`src/hdl/es2d_pkg.sv`:
```
`timescale 1ns / 1ps
// ----------------------------------------------------------------------------
// es2d_pkg
// Shared types, microcode and calendar helpers for the epoch seconds to date
// conversion unit.
// ----------------------------------------------------------------------------
package es2d_pkg;

   // Microcode operation codes
   localparam logic [1:0] OP_WAIT  = 2'd0;
   localparam logic [1:0] OP_DIV   = 2'd1;
   localparam logic [1:0] OP_YEAR  = 2'd2;
   localparam logic [1:0] OP_MONTH = 2'd3;

   // Destination codes for the remainder of a division step
   localparam logic [1:0] DEST_NONE = 2'd0;
   localparam logic [1:0] DEST_SEC  = 2'd1;
   localparam logic [1:0] DEST_MIN  = 2'd2;
   localparam logic [1:0] DEST_HOUR = 2'd3;

   // Step addresses of the program
   localparam int           PC_W       = 3;
   localparam logic [2:0]   PC_WAIT    = 3'd0;
   localparam logic [2:0]   PC_DIV_SEC = 3'd1;
   localparam logic [2:0]   PC_DIV_MIN = 3'd2;
   localparam logic [2:0]   PC_DIV_HR  = 3'd3;
   localparam logic [2:0]   PC_YEAR    = 3'd4;
   localparam logic [2:0]   PC_MONTH   = 3'd5;

   // Each division has a reciprocal product step, then a remainder step
   localparam int         ITER_W    = 1;
   localparam logic [0:0] ITER_LAST = 1'b1;

   // Reciprocals of the divisors: quotient is product >> 37 for 60, >> 36 for 24
   localparam logic [31:0] RECIP_60 = 32'h8888_8889;
   localparam logic [31:0] RECIP_24 = 32'hAAAA_AAAB;

   localparam logic [5:0]  DIV_60     = 6'd60;
   localparam logic [5:0]  DIV_24     = 6'd24;
   localparam logic [11:0] BASE_YEAR  = 12'd1970;
   localparam logic [1:0]  BASE_MOD4  = 2'd2;
   localparam logic [6:0]  BASE_MOD100 = 7'd70;
   localparam logic [8:0]  BASE_MOD400 = 9'd370;
   localparam logic [6:0]  LAST_MOD100 = 7'd99;
   localparam logic [8:0]  LAST_MOD400 = 9'd399;
   localparam logic [8:0]  DAYS_LEAP   = 9'd366;
   localparam logic [8:0]  DAYS_COMMON = 9'd365;
   localparam logic [3:0]  MONTH_JAN   = 4'd1;
   localparam logic [3:0]  MONTH_FEB   = 4'd2;
   localparam logic [3:0]  MONTH_DEC   = 4'd12;

   // One control word per program step
   typedef struct packed {
      logic [1:0]      op;
      logic [5:0]      divisor;
      logic [1:0]      dest;
      logic [PC_W-1:0] target;
   } ctrl_word_type;

   // Datapath conditions fed back to the sequencer
   typedef struct packed {
      logic accept;
      logic year_fit;
      logic month_fit;
   } status_type;

   // Sequencer outputs to the datapath
   typedef struct packed {
      ctrl_word_type word;
      logic          div_last;
   } seq_ctrl_type;

   // Program store
   function automatic ctrl_word_type ucode_rom(input logic [PC_W-1:0] pc);
      ctrl_word_type w;
      w = '{op: OP_WAIT, divisor: DIV_60, dest: DEST_NONE, target: PC_DIV_SEC};
      unique case (pc)
         PC_WAIT:    w = '{op: OP_WAIT,  divisor: DIV_60, dest: DEST_NONE,
                           target: PC_DIV_SEC};
         PC_DIV_SEC: w = '{op: OP_DIV,   divisor: DIV_60, dest: DEST_SEC,
                           target: PC_DIV_MIN};
         PC_DIV_MIN: w = '{op: OP_DIV,   divisor: DIV_60, dest: DEST_MIN,
                           target: PC_DIV_HR};
         PC_DIV_HR:  w = '{op: OP_DIV,   divisor: DIV_24, dest: DEST_HOUR,
                           target: PC_YEAR};
         PC_YEAR:    w = '{op: OP_YEAR,  divisor: DIV_60, dest: DEST_NONE,
                           target: PC_MONTH};
         PC_MONTH:   w = '{op: OP_MONTH, divisor: DIV_60, dest: DEST_NONE,
                           target: PC_WAIT};
         default:    w = '{op: OP_WAIT,  divisor: DIV_60, dest: DEST_NONE,
                           target: PC_WAIT};
      endcase
      return w;
   endfunction

   // Common-year month lengths
   function automatic logic [4:0] month_len(input logic [3:0] m);
      logic [4:0] n;
      unique case (m)
         4'd2:                      n = 5'd28;
         4'd4, 4'd6, 4'd9, 4'd11:   n = 5'd30;
         default:                   n = 5'd31;
      endcase
      return n;
   endfunction

endpackage

```
`src/hdl/es2d_sequencer.sv`:
```
`timescale 1ns / 1ps
// ----------------------------------------------------------------------------
// es2d_sequencer
// Step counter, program store and iteration counter; jumps to the target of
// the current control word when its exit condition holds.
// ----------------------------------------------------------------------------
module es2d_sequencer
   import es2d_pkg::*;
(
   input  logic         clock,
   input  logic         reset,
   input  status_type   status,
   output seq_ctrl_type ctrl
);

   logic [PC_W-1:0]   pc_ff, pc_in;
   logic [ITER_W-1:0] iter_ff, iter_in;
   ctrl_word_type     word;
   logic              div_last;
   logic              take_jump;

   // Fetch the control word
   assign word     = ucode_rom(pc_ff);
   assign div_last = (word.op == OP_DIV) && (iter_ff == ITER_LAST);

   // Evaluate the exit condition of the step
   always_comb begin
      unique case (word.op)
         OP_WAIT:  take_jump = status.accept;
         OP_DIV:   take_jump = div_last;
         OP_YEAR:  take_jump = status.year_fit;
         OP_MONTH: take_jump = status.month_fit;
         default:  take_jump = 1'b0;
      endcase
   end

   // Advance the step counter and the division iteration count
   always_comb begin
      pc_in   = take_jump ? word.target : pc_ff;
      iter_in = (word.op == OP_DIV) ? iter_ff + 1'b1 : '0;
   end

   always_ff @(posedge clock) begin
      if (reset) begin
         pc_ff   <= PC_WAIT;
         iter_ff <= '0;
      end else begin
         pc_ff   <= pc_in;
         iter_ff <= iter_in;
      end
   end

   assign ctrl.word     = word;
   assign ctrl.div_last = div_last;

endmodule

```
`src/hdl/epoch_seconds_to_date_fields_unit.sv`:
```
`timescale 1ns / 1ps
// Steps from acceptance to rsp_valid: two each for /60, /60 and /24, then the year
// step, which removes whole years, and the month step, which removes whole months.
// A result still waiting in the output register stalls the next at its month step.
// One request is worked on at a time; a new request is taken while a finished
// result waits in the output register.
// Reset (synchronous, active high) returns to the wait step, drops any result.
// ----------------------------------------------------------------------------
// epoch_seconds_to_date_fields_unit
// Converts unsigned Unix seconds into Gregorian date and time of day under a
// short microcode program driving a shared divider and calendar datapath.
// ----------------------------------------------------------------------------
module epoch_seconds_to_date_fields_unit
   import es2d_pkg::*;
(
   input  logic        clock,
   input  logic        reset,
   input  logic        req_valid,
   output logic        req_ready,
   input  logic [31:0] req_epoch_seconds,
   output logic        rsp_valid,
   input  logic        rsp_ready,
   output logic [5:0]  rsp_second_of_minute,
   output logic [5:0]  rsp_minute_of_hour,
   output logic [4:0]  rsp_hour_of_day,
   output logic [4:0]  rsp_day_of_month,
   output logic [3:0]  rsp_month_of_year,
   output logic [11:0] rsp_year
);

   seq_ctrl_type ctrl;
   status_type   status;

   logic [31:0] q_ff, q_in;
   logic [31:0] quo_ff, quo_in;
   logic [5:0]  sec_ff, sec_in;
   logic [5:0]  min_ff, min_in;
   logic [4:0]  hour_ff, hour_in;
   logic [15:0] day_ff, day_in;
   logic [11:0] year_ff, year_in;
   logic [3:0]  month_ff, month_in;
   logic [1:0]  mod4_ff, mod4_in;
   logic [6:0]  mod100_ff, mod100_in;
   logic [8:0]  mod400_ff, mod400_in;

   logic        rsp_valid_ff, rsp_valid_in;
   logic [5:0]  o_sec_ff, o_sec_in;
   logic [5:0]  o_min_ff, o_min_in;
   logic [4:0]  o_hour_ff, o_hour_in;
   logic [4:0]  o_day_ff, o_day_in;
   logic [3:0]  o_month_ff, o_month_in;
   logic [11:0] o_year_ff, o_year_in;

   logic [31:0] recip;
   logic [63:0] prod;
   logic [31:0] quo;
   logic [5:0]  rem;
   logic        leap;
   logic [8:0]  year_len;
   logic [4:0]  mon_len;
   logic        out_free;
   logic        accept;
   logic        year_fit;
   logic        month_fit;

   es2d_sequencer u_seq (
      .clock  (clock),
      .reset  (reset),
      .status (status),
      .ctrl   (ctrl)
   );

   // Decode handshakes and calendar conditions
   assign req_ready = (ctrl.word.op == OP_WAIT);
   assign accept    = req_valid && req_ready;
   assign out_free  = !rsp_valid_ff || rsp_ready;
   assign leap      = ((mod4_ff == 2'd0) && (mod100_ff != 7'd0)) || (mod400_ff == 9'd0);
   assign year_len  = leap ? DAYS_LEAP : DAYS_COMMON;
   assign mon_len   = month_len(month_ff) + {4'd0, (month_ff == MONTH_FEB) && leap};
   assign year_fit  = (day_ff < {7'd0, year_len});
   assign month_fit = ((day_ff < {11'd0, mon_len}) || (month_ff == MONTH_DEC)) && out_free;

   assign status.accept    = accept;
   assign status.year_fit  = year_fit;
   assign status.month_fit = month_fit && (ctrl.word.op == OP_MONTH);

   // Quotient from the top bits of the reciprocal product
   assign recip = (ctrl.word.divisor == DIV_24) ? RECIP_24 : RECIP_60;
   assign prod  = 64'(q_ff) * 64'(recip);
   assign quo   = (ctrl.word.divisor == DIV_24) ? {4'd0, prod[63:36]} : {5'd0, prod[63:37]};
   // Remainder stays below 64, so six low bits of dividend minus quotient times divisor
   assign rem   = q_ff[5:0] - (quo_ff[5:0] * ctrl.word.divisor);

   // Datapath next state under the control word
   always_comb begin
      q_in      = q_ff;
      quo_in    = quo_ff;
      sec_in    = sec_ff;
      min_in    = min_ff;
      hour_in   = hour_ff;
      day_in    = day_ff;
      year_in   = year_ff;
      month_in  = month_ff;
      mod4_in   = mod4_ff;
      mod100_in = mod100_ff;
      mod400_in = mod400_ff;
      unique case (ctrl.word.op)
         OP_WAIT: begin
            // Load a new transaction
            if (accept) begin
               q_in      = req_epoch_seconds;
               year_in   = BASE_YEAR;
               month_in  = MONTH_JAN;
               mod4_in   = BASE_MOD4;
               mod100_in = BASE_MOD100;
               mod400_in = BASE_MOD400;
            end
         end
         OP_DIV: begin
            // Hold the quotient, then advance it and drop the remainder to its field
            if (ctrl.div_last) begin
               q_in = quo_ff;
               unique case (ctrl.word.dest)
                  DEST_SEC:  sec_in  = rem;
                  DEST_MIN:  min_in  = rem;
                  DEST_HOUR: begin
                     hour_in = rem[4:0];
                     day_in  = quo_ff[15:0];
                  end
                  default:   sec_in  = sec_ff;
               endcase
            end else begin
               quo_in = quo;
            end
         end
         OP_YEAR: begin
            // Remove one whole year and advance the year residues
            if (!year_fit) begin
               day_in    = day_ff - {7'd0, year_len};
               year_in   = year_ff + 12'd1;
               mod4_in   = mod4_ff + 2'd1;
               mod100_in = (mod100_ff == LAST_MOD100) ? 7'd0 : mod100_ff + 7'd1;
               mod400_in = (mod400_ff == LAST_MOD400) ? 9'd0 : mod400_ff + 9'd1;
            end
         end
         OP_MONTH: begin
            // Remove one whole month unless the day falls inside this one or it is December
            if ((day_ff >= {11'd0, mon_len}) && (month_ff != MONTH_DEC)) begin
               day_in   = day_ff - {11'd0, mon_len};
               month_in = month_ff + 4'd1;
            end
         end
         default: q_in = q_ff;
      endcase
   end

   // Output register: load on completion, release on the response handshake
   always_comb begin
      rsp_valid_in = rsp_valid_ff;
      o_sec_in     = o_sec_ff;
      o_min_in     = o_min_ff;
      o_hour_in    = o_hour_ff;
      o_day_in     = o_day_ff;
      o_month_in   = o_month_ff;
      o_year_in    = o_year_ff;
      priority if (status.month_fit) begin
         rsp_valid_in = 1'b1;
         o_sec_in     = sec_ff;
         o_min_in     = min_ff;
         o_hour_in    = hour_ff;
         o_day_in     = day_ff[4:0] + 5'd1;
         o_month_in   = month_ff;
         o_year_in    = year_ff;
      end else if (rsp_ready) begin
         rsp_valid_in = 1'b0;
      end
   end

   always_ff @(posedge clock) begin
      if (reset) begin
         rsp_valid_ff <= 1'b0;
      end else begin
         rsp_valid_ff <= rsp_valid_in;
      end
   end

   always_ff @(posedge clock) begin
      q_ff       <= q_in;
      quo_ff     <= quo_in;
      sec_ff     <= sec_in;
      min_ff     <= min_in;
      hour_ff    <= hour_in;
      day_ff     <= day_in;
      year_ff    <= year_in;
      month_ff   <= month_in;
      mod4_ff    <= mod4_in;
      mod100_ff  <= mod100_in;
      mod400_ff  <= mod400_in;
      o_sec_ff   <= o_sec_in;
      o_min_ff   <= o_min_in;
      o_hour_ff  <= o_hour_in;
      o_day_ff   <= o_day_in;
      o_month_ff <= o_month_in;
      o_year_ff  <= o_year_in;
   end

   assign rsp_valid            = rsp_valid_ff;
   assign rsp_second_of_minute = o_sec_ff;
   assign rsp_minute_of_hour   = o_min_ff;
   assign rsp_hour_of_day      = o_hour_ff;
   assign rsp_day_of_month     = o_day_ff;
   assign rsp_month_of_year    = o_month_ff;
   assign rsp_year             = o_year_ff;

endmodule
```
`config.mk`:
```
export PLATFORM = sky130hd
export DESIGN_NAME = epoch_seconds_to_date_fields_unit
export DESIGN_NICKNAME = d
export VERILOG_FILES = /design/src/hdl/es2d_pkg.sv /design/src/hdl/es2d_sequencer.sv /design/src/hdl/epoch_seconds_to_date_fields_unit.sv
export SDC_FILE = /design/constraint.sdc
export NUM_CORES = 1
export LEC_CHECK = 0
export BUFFER_PORTS_ARGS = -buffer_cell sky130_fd_sc_hd__buf_4
export CAP_MARGIN = 20
export CORE_MARGIN = 2
export CORE_UTILIZATION = 50
export DETAILED_ROUTE_END_ITERATION = 12
export PLACE_DENSITY = 0.71
export SLEW_MARGIN = 25
export SYNTH_ARGS = -nofsm -noshare
export SYNTH_HDL_FRONTEND = slang
export SYNTH_HIERARCHICAL = 1
export SYNTH_SLANG_ARGS = --single-unit
```
`constraint.sdc`:
```
create_clock -name clock -period 7.9 [get_ports clock]
set_clock_uncertainty 0.2 [all_clocks]
set_input_delay 1.58 -clock clock [delete_from_list [all_inputs] [get_ports clock]]
set_output_delay 1.58 -clock clock [all_outputs]
set_load 0.02 [all_outputs]
```
# Word level (Yosys, flattened, before mapping)
# Index checks and enable logic that the tools add are counted.
# classes
add_sub_neg,11
mul,2
div,0
order_cmp,3
n_eq_ne,26
shift,0
muxes,33
bitwise_logic,2
n_reduce_logical,31
# ops
cell,count
$pmux W13 S6,1
$mul A32 B32 Y64,1
$mux W16,4
$mux W32,2
$pmux W32 S2,1
$pmux W16 S3,1
$mux W30,1
$mux W27,1
$mux W9,3
$mux W12,2
$pmux W12 S2,1
$mux W7,3
$pmux W9 S2,1
$reduce_and A3 Y1,6
$ge A16 B5 Y1,1
$lt A16 B5 Y1,1
$lt A16 B9 Y1,1
$sub A16 B5 Y16,1
$sub A16 B9 Y16,1
$pmux W7 S2,1
$add A12 B1 Y12 const B,1
$eq A4 B4 Y1 const B,3
$add A9 B1 Y9 const B,1
$eq A9 B9 Y1 const B,1
other kinds (40),68
# totals
regBits,174
latch_bits,0
ram_bits,0
romBits,0
inputBits,36
out_inout_bits,40
wordCells,129
n_memories,0

# Logic depth before layout (Yosys ltp)
# Gate-level depths: netlist (run 1).
# logic_depth
ltp_word,10
mapped_depth,35
ltp_nobuf,30

# Modules after synthesis
# Netlist (run 1), hierarchy kept.
# by_module_without_submodules
mod,n_inst,cells_per_inst,area_per_inst_um2,seq_area_each_um2
epoch_seconds_to_date_fields_unit,1,2677,26311.5,4974.8
es2d_sequencer,1,46,390.4,80.1

# Worst setup path after synthesis (run 1)
# Ideal clock, no wire load.
# synth_path
kind,reg-to-reg
startpoint,reg u_seq.pc_ff[2]
endpoint,reg quo_ff[19] (data pin)
setup_ps,270
t_arrival_ps,8269
t_required_ps,7430
setup_slack_ps,-840
stages_incl_launch_ff,31
path_buffers,3
path_cell_list,dfxtp_1 > nand3b_1 > buf_4 > nand4bb_1 > nor3_1 > clkbuf_1 > buf_1 > nand2_1 > xnor2_1 > inv_1 > fa_1 > fa_1 > fa_1 > inv_1 > fa_1 > fa_1 > fa_1 > inv_1 > fa_1 > inv_1 > ha_1 > a21oi_1 > o211ai_1 > or4b_2 > a211oi_1 > o31a_1 > o31a_1 > o31ai_4 > a211oi_1 > xor2_1 > mux2i_1
# synth_lines
item,line,rtl
"start, declared",es2d_sequencer.sv:16,"logic [PC_W-1:0] pc_ff, pc_in;"
"start signal, assigned",es2d_sequencer.sv:48,pc_ff <= pc_in;
"end signal, assigned",epoch_seconds_to_date_fields_unit.sv:189,quo_ff <= quo_in;
"end, declared",epoch_seconds_to_date_fields_unit.sv:35,"logic [31:0] quo_ff, quo_in;"

==> metrics, run 1 <==
# setup viols final=27; M3 GR Usage=6.109%; Vias=roughly 21,000; element type at the critical path start=flip-flop; GR Overflow Total=0; DRC violations left=0; Worst-Skew Late Latency=around 470 ps; Tcrit/Tclk final=105.8%; status=finished with violations; RSZ-0062 raised after global routing=true; crit path kind=reg2reg; drt pass-1 iters=5; Multi-input gate area=about 21,000 um^2; hold path start=hour_ff[1]; ANT cells=0; Crit path required time=around 8000 ps; number of global-route vias before repair=22,510; Area Overhead vs Synth=28.13%; wire per inst=21.57 um; FP Rows=84; clock buffer depth=2; Initial Util=between 50% and 60%; Die X=~240 um; die area=between 50,000 and 60,000 um^2; failing checks=negative setup slack; Cells after Synth=roughly 2,700; Layout Cells excl Fill=just under 4,000; Slew @ Worst Pin=roughly 1000 ps; FF+latch area=5059 um^2; routability congestion estimate=approximately 1.1; Final Max Tran Viols=0; CP max FO=6; first-pass GRT wire length=approximately 130,000 um; ANT nets after route=0; met1 Resource Use GR=about two fifths; Buffers on Ports=75; Inst Count DP=roughly 3,800; syn avg cell area=slightly below 10 um^2; Final Hold Fails=0; fmax=119.6 MHz; Synth warnings=6; initial antenna violation count=0; Filler cells=4,065; gr usage total=a little under a third; num ports=76; reg-to-reg critical path startpoint=u_seq/pc_ff[2]; H-tree Lvls=4; post-synthesis cell area=approximately 27,000 um^2; Routed WL=84,260 um; area of the core=52,660 um^2; MaxCap Viol Count=0; post-route setup slack=-461.5 ps; hold buffer count at CTS=0; DR vias/cell=approximately 5.4; final core occ=64.95%; # clock sinks=170; Final nets=about 4,000; DP HPWL=71,200 um; CTS Buf Count=17; Fin Hold WS=220.4 ps; Worst EP arrival=8360 ps; Slew HR=between 30% and 40%; nature of the critical path endpoint=flip-flop; Slowest-stage cell, CP=fa_2; Die H=between 200 and 250 um; share of cells above drive strength 1=27.87%; busiest grt layer=met2; HP Class=reg2reg; Final Critical Period=approximately 8400 ps; Critical Path Max Stage Delay=roughly 560 ps; largest net degree at the start of global routing=40; CTS root buffer=clkbuf_16; met2 Use GR=between 40% and 50%; CTS tree=built; Critical Path Source=u_seq/pc_ff[2]; clk slew on worst S/H paths=~70 ps; DR iter-0 viols=1,668
layout make-up:
class | instances | share of cell area, %
well taps | 688 | 2.517
clock inverters | 15 | 0.5561
repair buffers | 534 | 12.81
flip-flops and latches | 170 | 14.79
inverters | 700 | 7.763
clock buffers | 17 | 1.244
multi-input cells | 1783 | 60.32
critical path, delay by kind of cell (launching register included):
kind	cells	cell delay (ps)
buffers and inverters	7	630
AND/OR/NAND/NOR	4	870
XOR/XNOR	1	150
multiplexers	1	90
flip-flops	1	320
adder cells (fa/ha/maj)	9	4050
AO/OA/AOI/OAI	7	1760
final timing paths:
path | end | cells after the start | slack (ps)
min | rsp_hour_of_day[1] | 0 | 220
min reg2reg | rsp_hour_of_day[1] | 0 | 220
max | quo_ff[19] | 29 | -460
max reg2reg | quo_ff[19] | 29 | -460
stage by stage:
stage / worst slack, ps / setup TNS (ps) / instance area, um^2
finish: -461.5 / -8070 / 34200
global route: -763.3 / -16100 / 34200
CTS: -428.0 / -6302 / 33650
detailed placement: -856.1 / -15040 / 31610
global placement: -754.4 / -10890 / 31610
floorplan: -19.78 / -23.30 / 27500
layer usage:
| layer | vias up | part of all wire, % |
|---|---|---|
| met4 | 0 | 6.3 |
| met5 | - | 0 |
| li1 | 9551 | - |
| met2 | 783 | 47 |
| met1 | 10480 | 39 |
| met3 | 201 | 7.0 |
cells in the final DEF (no fill, tap or decap), types with 12 or more instances in the layout:
cell / instances
nand4_1: 19
xor2_1: 44
a21oi_1: 61
and2_1: 25
fa_2: 37
o21ai_1: 12
o21ai_0: 34
xnor2_1: 72
and3_1: 13
fa_1: 359
nor2_1: 111
inv_2: 49
ha_4: 45
buf_6: 23
xnor2_2: 16
nor3_1: 18
a21o_1: 37
ha_1: 345
buf_12: 16
a21oi_2: 16
nand3_1: 40
nand2_1: 197
nand2b_1: 13
inv_1: 645
edfxtp_1: 165
clkbuf_16: 17
buf_4: 491
sequential cells by signal (all words and copies together) (netlist names):
name                  count
quo_ff                   28
mod4_ff                   2
hour_ff                   5
rsp_hour_of_day           5
mod100_ff                 7
q_ff                     32
u_seq/pc_ff               3
rsp_minute_of_hour        6
rsp_year                 12
day_ff                   16
sec_ff                    6
min_ff                    6
u_seq/iter_ff             1
rsp_day_of_month          5
rsp_valid                 1
rsp_month_of_year         4
month_ff                  4
mod400_ff                 9
year_ff                  12
rsp_second_of_minute      6
what timing repair did:
action,in CTS,in global routing
buffers inserted,44,26
gates resized for setup,208,83
pin swaps,91,32
endpoints found under the setup margin,28,28
gates cloned,3,0
Power of run 1 is not shown: default switching activity piles up to over one toggle a cycle in this logic, so the estimate is an artifact.
==> run 2: changes to the inputs <==
Settings changed: CTS_CLUSTER_SIZE set to 14, SYNTH_HIERARCHICAL 1 to unset.
==> run 2 against run 1 <==
  * The flow now finishes without violations
  * Utilization decreased by 4.8 points
  * Routed wire length fell by 7.8%
  * Final cell count decreased by 9.1%
  * Fmax increased by 7.9%
  * Synthesized cell count is 5.5% lower
  * Die area down 2.4%
  * Critical path depth up 2
  * Synthesized area decreased by 2.5%
  * Setup slack improved by 610 ps
  * Non-clock buffer count decreased by 213
==> metrics, run 2 <==
main flop type after synthesis=edfxtp_1; max reg flops=32 (unchanged); Cells after Synth=2,571 (-5.5%); post-synthesis cell area=26,040 um^2 (-2.5%); Yosys top cell by area=fa_1; delay-heaviest family, CP=adder cells; most frequent cells in the layout=inv_1 (668), fa_1 (365), ha_1 (360); Synth warnings=0 (-6); final instance area=30,900 um^2 (-9.7%); most used cell, CP=fa_1; MaxCap Viol Count=0 (unchanged); post-route setup slack=147.6 ps (+609.1 ps); DR vias/cell=5.351 (-0.53%); H-tree Lvls=4 (unchanged); Tcrit/Tclk final=98.13% (-7.7 points); commonest non-fill, non-tap cell in the layout=inv_1; num ports=76 (unchanged); Final Critical Period=7752 ps (-609.1 ps); crit path kind=reg2reg; FP Rows=83 (-1.2%); RSZ-0062 raised after global routing=true; first-pass GRT wire length=117,800 um (-7.6%); DP HPWL=66,920 um (-6.0%); # setup viols final=0 (-100%); nature of the critical path endpoint=flip-flop; top-area cell type share of the netlist area=~30%; Largest regs=q_ff x32, quo_ff x28, day_ff x16; wire per inst=21.87 um (+1.4%); Die H=232.2 um (-1.2%); largest cells by area after synthesis=fa_1 (30%), edfxtp_1 (19%), ha_1 (19%), inv_1 (10%), xnor2_1 (3.4%); CTS tree=built; Slew HR=36.62% (+4.8 points); gr usage total=29.58% (-0.98 points); die area=53,920 um^2 (-2.4%); Largest Register=q_ff; ANT cells=0 (unchanged); crit path buf inv count=8 (+1); Initial Util=50.65% (about the same); HP Class=reg2reg; area of the core=51,410 um^2 (-2.4%); status=completed; most common cell in the netlist=inv_1; Routed WL=77,700 um (-7.8%); CTS root buffer=clkbuf_16; Vias=19,010 (-9.5%); Final Max Tran Viols=0 (unchanged); Critical Path Max Stage Delay=650 ps (+90 ps); CTS Buf Count=17 (unchanged); syn_nets=between 3,000 and 4,000; Die X=232.2 um (-1.2%); DRC violations left=0 (unchanged); Filler cells=4,257 (+4.7%); GR Overflow Total=0 (unchanged); DR iter-0 viols=1,417 (-15%); CP max FO=7 (+1); element type at the critical path start=flip-flop; drt pass-1 iters=5 (unchanged); post-synthesis sequential area ratio=around 19%; ANT nets after route=0 (unchanged); Post-Place Cell Area=28,990 um^2 (-8.3%); # clock sinks=170 (unchanged); Cell variety after synth=just under 80; routability congestion estimate=1.008 (-6.3%); Buffers on Ports=75 (unchanged); Worst EP arrival=7750 ps (-610 ps); Slew @ Worst Pin=947.2 ps (-68.28 ps); hold path start=sec_ff[5]; Crit path required time=7900 ps (about the same); largest net degree at the start of global routing=39 (-2.5%); Slowest-stage cell, CP=fa_2; clk slew on worst S/H paths=70 ps (about the same); FF+latch area=5057 um^2 (about the same); Critical Path Source=u_seq.pc_ff[0]; syn avg cell area=10.13 um^2 (+3.2%); Post-synth EDFFs=~170; clock buffer depth=2 (unchanged); Post-Place Setup Slack=-90.45 ps (+765.7 ps); number of global-route vias before repair=19,960 (-11%); Final Hold Fails=0 (unchanged); Final nets=3,679 (-8.8%); Multi-input gate area=19,210 um^2 (-6.9%); initial antenna violation count=0 (unchanged); reg-to-reg critical path startpoint=u_seq.pc_ff[0]; fmax=129.0 MHz (+7.9%); Seq cells post-synth=170; top post-synthesis cells by count=inv_1 (711), ha_1 (393), fa_1 (390); Area Overhead vs Synth=18.67%; share of cells above drive strength 1=21.86% (-6.0 points); Worst-Skew Late Latency=460 ps (about the same); asr flop ratio synth=0%
-- run 2: per-layer routing --
layer	GRT usage, %	up-vias	wire length [um]
li1	-	8732	-
met1	39.85	9524	32750
met2	49.47	605	37420
met3	3.549	151	4221
met4	10.10	0	3315
met5	0	-	0
-- run 2: path summary, 6_finish.rpt --
path	end	slack, ps	cells after the start
worst max register to register	quo_ff[21]	150	31
worst min register to register	rsp_second_of_minute[5]	220	0
worst max-delay path	quo_ff[21]	150	31
worst min-delay path	rsp_second_of_minute[5]	220	0
-- run 2: timing repair --
action / in CTS / in global routing
gates resized for setup: 6 / 238
gates cloned: 0 / 2
hold buffers: 0 / 0
pin swaps: 1 / 87
endpoints found under the setup margin: 12 / 27
setup buffers: 0 / 22
-- run 2: stage by stage --
stage | cells | hold slack (ps) | util [%] | setup TNS (ps)
CTS | 3529 | 222.1 | 57.55 | 0
finish | 3553 | 221.0 | 60.11 | 0
detailed placement | 3497 | 205.4 | 56.39 | -470.0
global route | 3553 | 226.5 | 60.11 | -569.1
global placement | 3497 | 205.2 | 56.39 | -77.24
floorplan | 2571 | 200.3 | - | 0
-- run 2: logic make-up after synthesis --
group	synth area share, %
fa+ha+maj	48.87
buf+inv	11.02
simple gates	7.645
compound gates	6.684
flops	19.41
xor+xnor	4.642
mux	1.725
-- run 2: worst reg2reg max path: cells and delay by family (launching register included) --
| kind | cells | cell delay [ps] |
|---|---|---|
| and+or+nand+nor | 9 | 1090 |
| adders and majority gates | 8 | 3620 |
| xor gates and xnor gates | 1 | 170 |
| DFF | 1 | 340 |
| buffers and inverters | 8 | 910 |
| muxes | 1 | 270 |
| AOI/OAI and AO/OA | 4 | 950 |
-- run 2: cell type report --
class	instances	area share, %
multi-input cells	1638	62.17
clock inverters	15	0.4859
flip-flops and latches	170	16.37
repair buffers	321	8.163
inverters	712	8.686
clock buffers	17	1.377
well taps	680	2.753
Power of run 2 is left out for the same reason.
==> run 3: changes to the inputs <==
Settings changed: ABC_AREA set to 1.
==> run 3 against run 2 <==
  * Register-to-register slack gained 170 ps
  * Fmax grew 2.3%
  * Synthesized area grew 7.7%
  * Final cell count grew 21%
  * Via count grew 18%
  * Design area grew 0.12%
  * Global-route usage grew 1.3 points
  * Sequential share of layout area is essentially flat
  * First-iteration DRC count grew 27%
  * Count of clock-buffer cells in the layout is the same
  * Non-clock buffer count shrank 140
  * Flip-flop and latch count is the same
==> metrics, run 3 <==
Final Max Tran Viols=0 (unchanged); # setup viols final=0 (unchanged); final core occ=55.93% (-4.2 points); Synth warnings=0 (unchanged); Largest regs=q_ff x32, quo_ff x28, day_ff x16; FP Rows=86 (+3.6%); ANT cells=0 (unchanged); nature of the critical path endpoint=flip-flop; die area=57,970 um^2 (+7.5%); DP HPWL=75,660 um (+13%); GR Overflow Total=0 (unchanged); syn avg cell area=8.335 um^2 (-18%); Area Overhead vs Synth=10.36%; Die H=240.8 um (+3.7%); H-tree Lvls=4 (unchanged); top post-synthesis cells by count=inv_1 (956), nand2_1 (589), ha_1 (393); largest net degree at the start of global routing=43 (+10%); post-synthesis sequential area ratio=18.03% (-1.4 points); most frequent cells in the layout=inv_1 (956), nand2_1 (589), ha_1 (393); Vias=22,410 (+18%); Post-synth EDFFs=165 (unchanged); post-route setup slack=318.5 ps (+171.0 ps); largest cells by area after synthesis=fa_1 (28%), edfxtp_1 (18%), ha_1 (18%), inv_1 (13%), nand2_1 (7.9%); element type at the critical path start=flip-flop; Buffers on Ports=75 (unchanged); # clock sinks=170 (unchanged); max reg flops=32 (unchanged); CTS tree=built; first-pass GRT wire length=130,800 um (+11%); Post-Place Cell Area=30,210 um^2 (+4.2%); number of global-route vias before repair=22,130 (+11%); clock buffer depth=2 (unchanged); most common cell in the netlist=inv_1; hold buffer count at CTS=0 (unchanged); DR vias/cell=5.209 (-2.6%); num ports=76 (unchanged); syn_nets=4,182 (+23%); Worst-Skew Late Latency=500 ps (+40 ps); Slew @ Worst Pin=707.6 ps (-239.6 ps); CTS Buf Count=17 (unchanged); DR iter-0 viols=1,800 (+27%); Critical Path Max Stage Delay=520 ps (-130 ps); Initial Util=50.68% (about the same); Slew HR=52.21% (+16 points); Final Critical Period=7581 ps (-171.0 ps); crit path buf inv count=11 (+3); asr flop ratio synth=0% (unchanged); HP Class=reg2reg; Routed WL=85,670 um (+10%); Seq cells post-synth=170 (unchanged); share of cells above drive strength 1=8.190% (-14 points); Slowest-stage cell, CP=fa_1; Post-Place Setup Slack=67.98 ps (+158.4 ps); Cells after Synth=3,363 (+31%); fmax=131.9 MHz (+2.3%); routability congestion estimate=1.026 (+1.7%); Final nets=4,359 (+18%); gr usage total=30.90% (+1.3 points); Largest Register=q_ff; Yosys top cell by area=fa_1; CTS root buffer=clkbuf_16; DRC violations left=0 (unchanged); initial antenna violation count=0 (unchanged); drt pass-1 iters=7 (+2); wire per inst=19.92 um (-8.9%); area of the core=55,310 um^2 (+7.6%); Worst EP arrival=7630 ps (-120 ps); Tcrit/Tclk final=95.97% (-2.2 points); status=completed; top-area cell type share of the netlist area=27.85% (-2.1 points); main flop type after synthesis=edfxtp_1; crit path kind=reg2reg; Crit path required time=7950 ps (+50 ps); clk slew on worst S/H paths=80 ps (about the same); ANT nets after route=0 (unchanged); Die X=240.8 um (+3.7%); Cell variety after synth=42 (-45%); CP max FO=7 (unchanged); Filler cells=5,118 (+20%); delay-heaviest family, CP=adder cells; post-synthesis cell area=28,030 um^2 (+7.7%); final instance area=30,940 um^2 (+0.12%); MaxCap Viol Count=0 (unchanged); commonest non-fill, non-tap cell in the layout=inv_1; Final Hold Fails=0 (unchanged)
-- run 3: per-stage QoR --
step	instances	TNS, ps	hold slack [ps]
global route	4301	-4.905	223.4
global placement	4261	0	201.3
CTS	4294	0	221.9
finish	4301	0	221.4
detailed placement	4262	0	204.5
floorplan	3363	0	200.3
-- run 3: final cells by class --
| cell class | count | area (um^2) | share of cell area [%] |
|---|---|---|---|
| clock buffers | 17 | 425.4 | 1.375 |
| clock inverters | 15 | 209.0 | 0.6754 |
| inverters | 972 | 3649 | 11.79 |
| multi-input cells | 2198 | 19270 | 62.29 |
| flip-flops and latches | 170 | 5060 | 16.36 |
| well taps | 748 | 935.9 | 3.025 |
| repair buffers | 181 | 1388 | 4.485 |
-- run 3: routing by layer --
| metal | global-route usage [%] | vias up | wire length (um) |
|---|---|---|---|
| met1 | 40.47 | 10730 | 35240 |
| met3 | 5.364 | 176 | 6421 |
| li1 | - | 10580 | - |
| met4 | 15.84 | 0 | 4735 |
| met5 | 0 | - | 0 |
| met2 | 49.44 | 919 | 39270 |
-- run 3: kinds of logic (layout without fill, tap and decap cells) --
logic type	after synthesis	after routing	synth area share, %
buffers and inverters	996	1185	13.38
adders and majority gates	783	783	45.39
xor gates and xnor gates	44	44	1.375
DFF	170	170	18.03
and+or+nand+nor	1115	1116	16.82
AOI/OAI and AO/OA	255	255	5.004
-- run 3: final timing paths --
kind                       start                 end  slack (ps)  cells past startpoint
hold / removal        hour_ff[4]  rsp_hour_of_day[4]         220                      0
setup reg to reg  u_seq.pc_ff[2]          quo_ff[25]         320                     35
setup / recovery  u_seq.pc_ff[2]          quo_ff[25]         320                     35
hold reg to reg       hour_ff[4]  rsp_hour_of_day[4]         220                      0
-- run 3: repair_timing --
item                       CTS  global route
resized for setup            0            11
setup endpoints to repair    0            28
setup buffers                0             6
Power of run 3 is left out for the same reason.
